[src/hw/rtl/pcxrle_pkg.sv]
// ----------------------------------------------------------------------------
// pcxrle_pkg
// Shared types and constants of the run-length palette decoder.
// ----------------------------------------------------------------------------
package pcxrle_pkg;

   localparam int PALETTE_ENTRIES_DEF = 256;
   localparam int MAX_SIDE_DEF        = 1024;

   localparam int SIZE_W     = 11;
   localparam int INDEX_W    = 8;
   localparam int COLOR_W    = 32;
   localparam int CHAN_W     = 8;
   localparam int POS_W      = 20;
   localparam int RUN_W      = 6;
   localparam int CSR_IDX_W  = 2;
   localparam int CSR_DATA_W = 11;

   localparam logic [INDEX_W-1:0] RUN_MARK  = 8'd192;
   localparam logic [CHAN_W-1:0]  MASK_MARK = 8'hAA;

   localparam logic [SIZE_W-1:0]  WIDTH_RST  = 11'd18;
   localparam logic [SIZE_W-1:0]  HEIGHT_RST = 11'd25;
   localparam logic [INDEX_W-1:0] MASK_RST   = 8'd1;

   localparam logic [CSR_IDX_W-1:0] CSR_IMAGE_WIDTH  = 2'd0;
   localparam logic [CSR_IDX_W-1:0] CSR_IMAGE_HEIGHT = 2'd1;
   localparam logic [CSR_IDX_W-1:0] CSR_MASK_INDEX   = 2'd2;

   localparam logic OP_STREAM  = 1'b0;
   localparam logic OP_PALETTE = 1'b1;

   typedef enum logic {
      ST_IDLE,
      ST_EMIT
   } ctrl_state_type;

   typedef struct packed {
      logic pal_write;
      logic set_run;
      logic clear_run;
      logic start_pixels;
      logic pixel_taken;
   } dp_cmd_type;

   typedef struct packed {
      logic is_header;
      logic run_pending;
      logic run_zero;
      logic final_pixel;
   } dp_status_type;

endpackage

[src/hw/rtl/pcxrle_ctrl.sv]
// ----------------------------------------------------------------------------
// pcxrle_ctrl
// Controller: input and result handshakes, item classification, pixel loop.
// ----------------------------------------------------------------------------
module pcxrle_ctrl
   import pcxrle_pkg::*;
(
   input  logic          clock,
   input  logic          reset,
   input  logic          req_valid,
   output logic          req_stall,
   input  logic          req_opcode,
   output logic          rsp_valid,
   input  logic          rsp_stall,
   input  dp_status_type status,
   output dp_cmd_type    cmd
);

   ctrl_state_type state_ff;
   ctrl_state_type state_in;
   logic           taken;
   logic           can_take;
   logic           accept;

   always_ff @(posedge clock) begin
      if (reset) begin
         state_ff <= ST_IDLE;
      end else begin
         state_ff <= state_in;
      end
   end

   always_comb begin
      rsp_valid = (state_ff == ST_EMIT);
      taken     = rsp_valid && !rsp_stall;
      can_take  = (state_ff == ST_IDLE) || (taken && status.final_pixel);
      req_stall = !can_take;
      accept    = req_valid && can_take;

      cmd              = '0;
      cmd.pixel_taken  = taken;
      state_in         = state_ff;

      if (taken && status.final_pixel) begin
         state_in = ST_IDLE;
      end

      if (accept) begin
         if (req_opcode == OP_PALETTE) begin
            cmd.pal_write = 1'b1;
         end else begin
            priority if (status.run_pending && status.run_zero) begin
               cmd.clear_run = 1'b1;
            end else if (!status.run_pending && status.is_header) begin
               cmd.set_run = 1'b1;
            end else begin
               cmd.start_pixels = 1'b1;
               state_in         = ST_EMIT;
            end
         end
      end
   end

   a_emit_accept_only_on_final: assert property (@(posedge clock) disable iff (reset)
      (state_ff == ST_EMIT && req_valid && !req_stall) |-> (taken && status.final_pixel))
      else $error("item accepted while pixels remain");

   a_emit_continues: assert property (@(posedge clock) disable iff (reset)
      (taken && !status.final_pixel) |=> rsp_valid)
      else $error("pixel loop stopped early");

   a_one_command: assert property (@(posedge clock) disable iff (reset)
      $onehot0({cmd.pal_write, cmd.set_run, cmd.clear_run, cmd.start_pixels}))
      else $error("conflicting item commands");

endmodule

[config.mk]
export PLATFORM = sky130hd
export DESIGN_NAME = pcxrle_ctrl
export DESIGN_NICKNAME = d
export VERILOG_FILES = /design/src/hw/rtl/pcxrle_pkg.sv /design/src/hw/rtl/pcxrle_ctrl.sv
export SDC_FILE = /design/constraint.sdc
export NUM_CORES = 1
export LEC_CHECK = 0
export BUFFER_PORTS_ARGS = -buffer_cell sky130_fd_sc_hd__buf_4
export CAP_MARGIN = 20
export CORE_AREA = 2 2 39 41
export DETAILED_ROUTE_END_ITERATION = 10
export DIE_AREA = 0 0 41 43
export SLEW_MARGIN = 30
export SYNTH_ARGS = -nofsm -noshare
export SYNTH_HDL_FRONTEND = slang
export SYNTH_SLANG_ARGS = --single-unit
[constraint.sdc]
create_clock -name clock -period 2.6 [get_ports clock]
set_clock_uncertainty 0.2 [all_clocks]
set_input_delay 0.65 -clock clock [delete_from_list [all_inputs] [get_ports clock]]
set_output_delay 0.65 -clock clock [all_outputs]
set_load 0.03 [all_outputs]
# Word-level counts from Yosys, hierarchy flattened
# Index checks and enable logic that the tools add are counted.
[totals]
out_inout_bits = 7
in_bits = 9
elab_cells = 24
reg_bits = 1
[classes]
bitwise = 1
muxes = 13
reduce_logical = 9
[ops]
columns = ["operator", "n"]
rows = [
  ["2-to-1 mux 1 bit", 11],
  ["logical AND 1 bit", 5],
  ["2-to-1 mux 4 bit", 1],
  ["logical NOT 1 bit", 3],
  ["2-to-1 mux 3 bit", 1],
  ["logical OR 1 bit", 1],
  ["NOT 1 bit", 1],
]

# Logic depth before layout (Yosys ltp)
[depth]
ltp_word = 8
depth_mapped = 3
mapped_depth_nobuf = 2

# Least setup slack after synthesis
# Ideal clock, no wire load.
[synth_timing]
path_kind = "input port to output port"
from = "input req_opcode"
to = "output cmd[2] (netlist bit)"
required_time_ns = 1.750
setup_slack_ns = 0.113
cell_stages = 2
t_arrival_ns = 1.637
n_path_buf = 0
path_cell_list = "nand2b_2 -> a211oi_1"
[synth_rtl]
columns = ["item", "line_no", "rtl"]
rows = [
  ["start, declared", "pcxrle_ctrl.sv:12", "input logic req_opcode,"],
  ["end, declared", "pcxrle_ctrl.sv:16", "output dp_cmd_type cmd"],
]

==> impl_results.rst <==
.. list-table::
   :header-rows: 1

   * - Metric
     - Value
   * - Worst setup timing slack at the placement stage
     - around 0.25 ns
   * - Area of the die
     - ~1800 sq um
   * - CP max stage delay
     - 0.31 ns
   * - Routability Congestion
     - 0.622
   * - Cell count after synthesis
     - 18
   * - Starting utilization of the core area
     - 0.124
   * - Smallest hold slack
     - about 0.44 ns
   * - Share of the synthesized area in the top cell type
     - 0.161
   * - Die Y-Extent
     - between 40 and 50 um
   * - Final setup violation count
     - 0
   * - Total of cells resized after clock tree synthesis
     - 0
   * - LEAKAGE
     - 0.000132 uW
   * - Fraction of final layout cells with drive strength greater than 1
     - 0.688
   * - Most frequent cell on the critical path
     - buf_4
   * - Port bufs
     - 15
   * - Antenna-violating nets left
     - 0
   * - Cell with the largest stage delay on the worst path
     - a2111oi_4
   * - # rows
     - 14
   * - Utilization after layout
     - 0.214
   * - PnR worst setup slack
     - between 0.2 and 0.3 ns
   * - Worst setup path class
     - in2out
   * - Maximum Capacitance Violations
     - 0
   * - Library cells used by synthesis
     - 16
   * - Net count after synthesis
     - 27
   * - Origin of the critical flop-to-flop path
     - rsp_valid
   * - Total Routed Length
     - 398 um
   * - CTS Hold Buffers Added
     - 0
   * - Clock latency of the later-clocked register in the worst-skew pair
     - 0 ns
   * - CP top delay family
     - buffers and inverters
   * - Max FFs per register
     - 1
   * - Maximum number of pins on one net before global-route repair
     - 7
   * - Count of nets after finishing
     - 43
   * - Half-perimeter wire length after detailed placement
     - around 350 um
   * - Number of design-rule violations left by the first detailed-router iteration
     - 1
   * - Count of warnings emitted by yosys
     - 0
   * - Post-route insts no fill
     - 48
   * - Via count of the first global-routing pass
     - approximately 130
   * - Data required time of the worst path
     - about 1.8 ns
   * - Least-Margin Pin Slew
     - roughly 0.31 ns
   * - Placeable core region
     - ~1400 sq um
   * - Most frequent cells in the layout
     - 15 x buf_4, 2 x nor2_1, 2 x nand2_1
   * - Vias per std cell
     - between 3 and 4
   * - Final routed DRC violation total
     - 0
   * - Maximum frequency from static timing analysis
     - between 400 and 500 MHz
   * - Buf/Inv on CP
     - 2
   * - Hold/Removal Path Class
     - reg2reg
   * - Number of placed instances, taps included
     - 48
   * - Peak supply drop
     - a little under 0.05 mV
   * - Ports
     - 16
   * - Cell type with the highest aggregate area in the netlist
     - a2111oi_4
   * - Aggregate global-route resource usage
     - 0.0400
   * - Min Clock Period, post-route
     - 2.34 ns
   * - Setup repair after global routing missed its margin
     - no
   * - Critical Path Source Type
     - input port
   * - Crit path launch
     - req_opcode
   * - Reg2Reg Setup Slack
     - between 1 and 1.5 ns
   * - Leading cell type in the layout, fill and taps excluded
     - buf_4
   * - Fin. max-slew vios
     - 0
   * - Maximum fanout along the worst path
     - 3
   * - Worst Hold Endpoint
     - rsp_valid
   * - Number of antenna violations at the first check in global routing
     - 0
   * - Ranking of synthesized cells by area
     - a2111oi_4 16%, dfxtp_1 12%, o32ai_2 9.5%, mux2_4 8.8%, nand2b_4 8.0%
   * - Antenna fix cells
     - 0
   * - Average instance area after synthesis
     - ~9.5 sq um
   * - Signal arrival time at the worst endpoint
     - roughly 1.5 ns
   * - Depth of the worst register-to-register path
     - 2
   * - Portion of the post-synthesis area used by sequential elements
     - 0.117
   * - CP Cell Sequence
     - buf_4, nand2b_2, a2111oi_4, buf_4
   * - TritonRoute pass-1 iters
     - 2
   * - Startpoint of the lowest-slack hold path
     - rsp_valid
   * - Power per Cell Area
     - about 210 nW/um^2
   * - Wire per inst
     - a little over 8 um
   * - Rel. slew slack
     - 0.794
   * - Endpoint of the lowest-slack register-to-register path
     - rsp_valid
   * - Fin Setup TNS
     - 0 ns
   * - Number of hold violations in the final report
     - 0
   * - First-pass GRT wire length
     - about 540 um
   * - Post-route fraction of the period consumed by the critical path
     - 0.901
   * - Cell Area, Synth
     - between 150 and 200 sq um
   * - Overflow left after global routing
     - 0
   * - Routed vias
     - around 180
   * - Die Span X
     - just over 40 um
   * - Capturing element type of the critical path
     - output pin
   * - Hold Crit Depth
     - 2
   * - Area growth syn-to-layout
     - 73.0%
   * - Result of the run
     - complete, no violations
   * - Post-CTS setup buffer count
     - 0
   * - Number of register bits inferred by synthesis
     - 1
   * - CTS clk-pin slew, worst paths
     - 0 ns
==> per-stage QoR <==
stage | power (uW) | area [sq um]
floorplan | 43.2 | 171
global placement | 63.6 | 297
detailed placement | 63.8 | 297
CTS | 63.9 | 297
global route | 66.4 | 297
finish | 63.4 | 297
==> area by class of cell <==
| cell class | instances | area [sq um] |
|---|---|---|
| fill | 156 | 1090 |
| multi-input combinational | 14 | 136 |
| timing repair buffer | 15 | 113 |
| sequential | 1 | 20.0 |
| tap | 16 | 20.0 |
| inverter | 2 | 7.51 |
==> worst max-delay path by stage <==
stage | endpoint | slack, ns | cells after the start
after global placement | cmd[3] | 0.25 | 4
after global routing | cmd[3] | 0.23 | 4
final | cmd[3] | 0.26 | 4
after detailed placement | cmd[3] | 0.25 | 4
after CTS | cmd[3] | 0.25 | 4
after floorplan | cmd[2] | 0.11 | 2
==> per-layer routing <==
layer | global-route usage | share of wire | vias up
li1 | - | - | 92
met1 | 0.0698 | 0.46 | 74
met2 | 0.0563 | 0.42 | 10
met3 | 0 | 0.12 | 0
met4 | 0 | 0 | 0
met5 | 0 | 0 | -
==> where the power goes <==
part	switching [uW]	total (uW)	internal, uW
Combinational	23.0	44.7	21.7
Sequential	2.08	18.6	16.5
Clock	0	0	0
==> worst min-delay path, delay by kind of cell (launching register included) <==
kind            cells  cell delay, ns
buf+inv             1            0.11
compound gates      1            0.09
flops               1            0.38
==> logic make-up (layout without fill, tap and decap cells) <==
logic type             after synthesis  count (layout)  synth area share
AOI/OAI and AO/OA                    5               5             0.401
muxes                                1               1            0.0876
buffers and inverters                3              17            0.0876
and+or+nand+nor                      8               8             0.307
DFF                                  1               1             0.117
==> synthesized netlist by cell type <==
cell type,number
nand2_1,2
nor2_1,2
a2111oi_4,1
a211oi_1,1
a211oi_2,1
a21oi_1,1
buf_4,1
dfxtp_1,1
inv_1,1
inv_2,1
mux2_4,1
nand2b_2,1
nand2b_4,1
nor2b_1,1
o32ai_2,1
or3b_1,1
No activity file was read; power rests on OpenSTA's default activity.
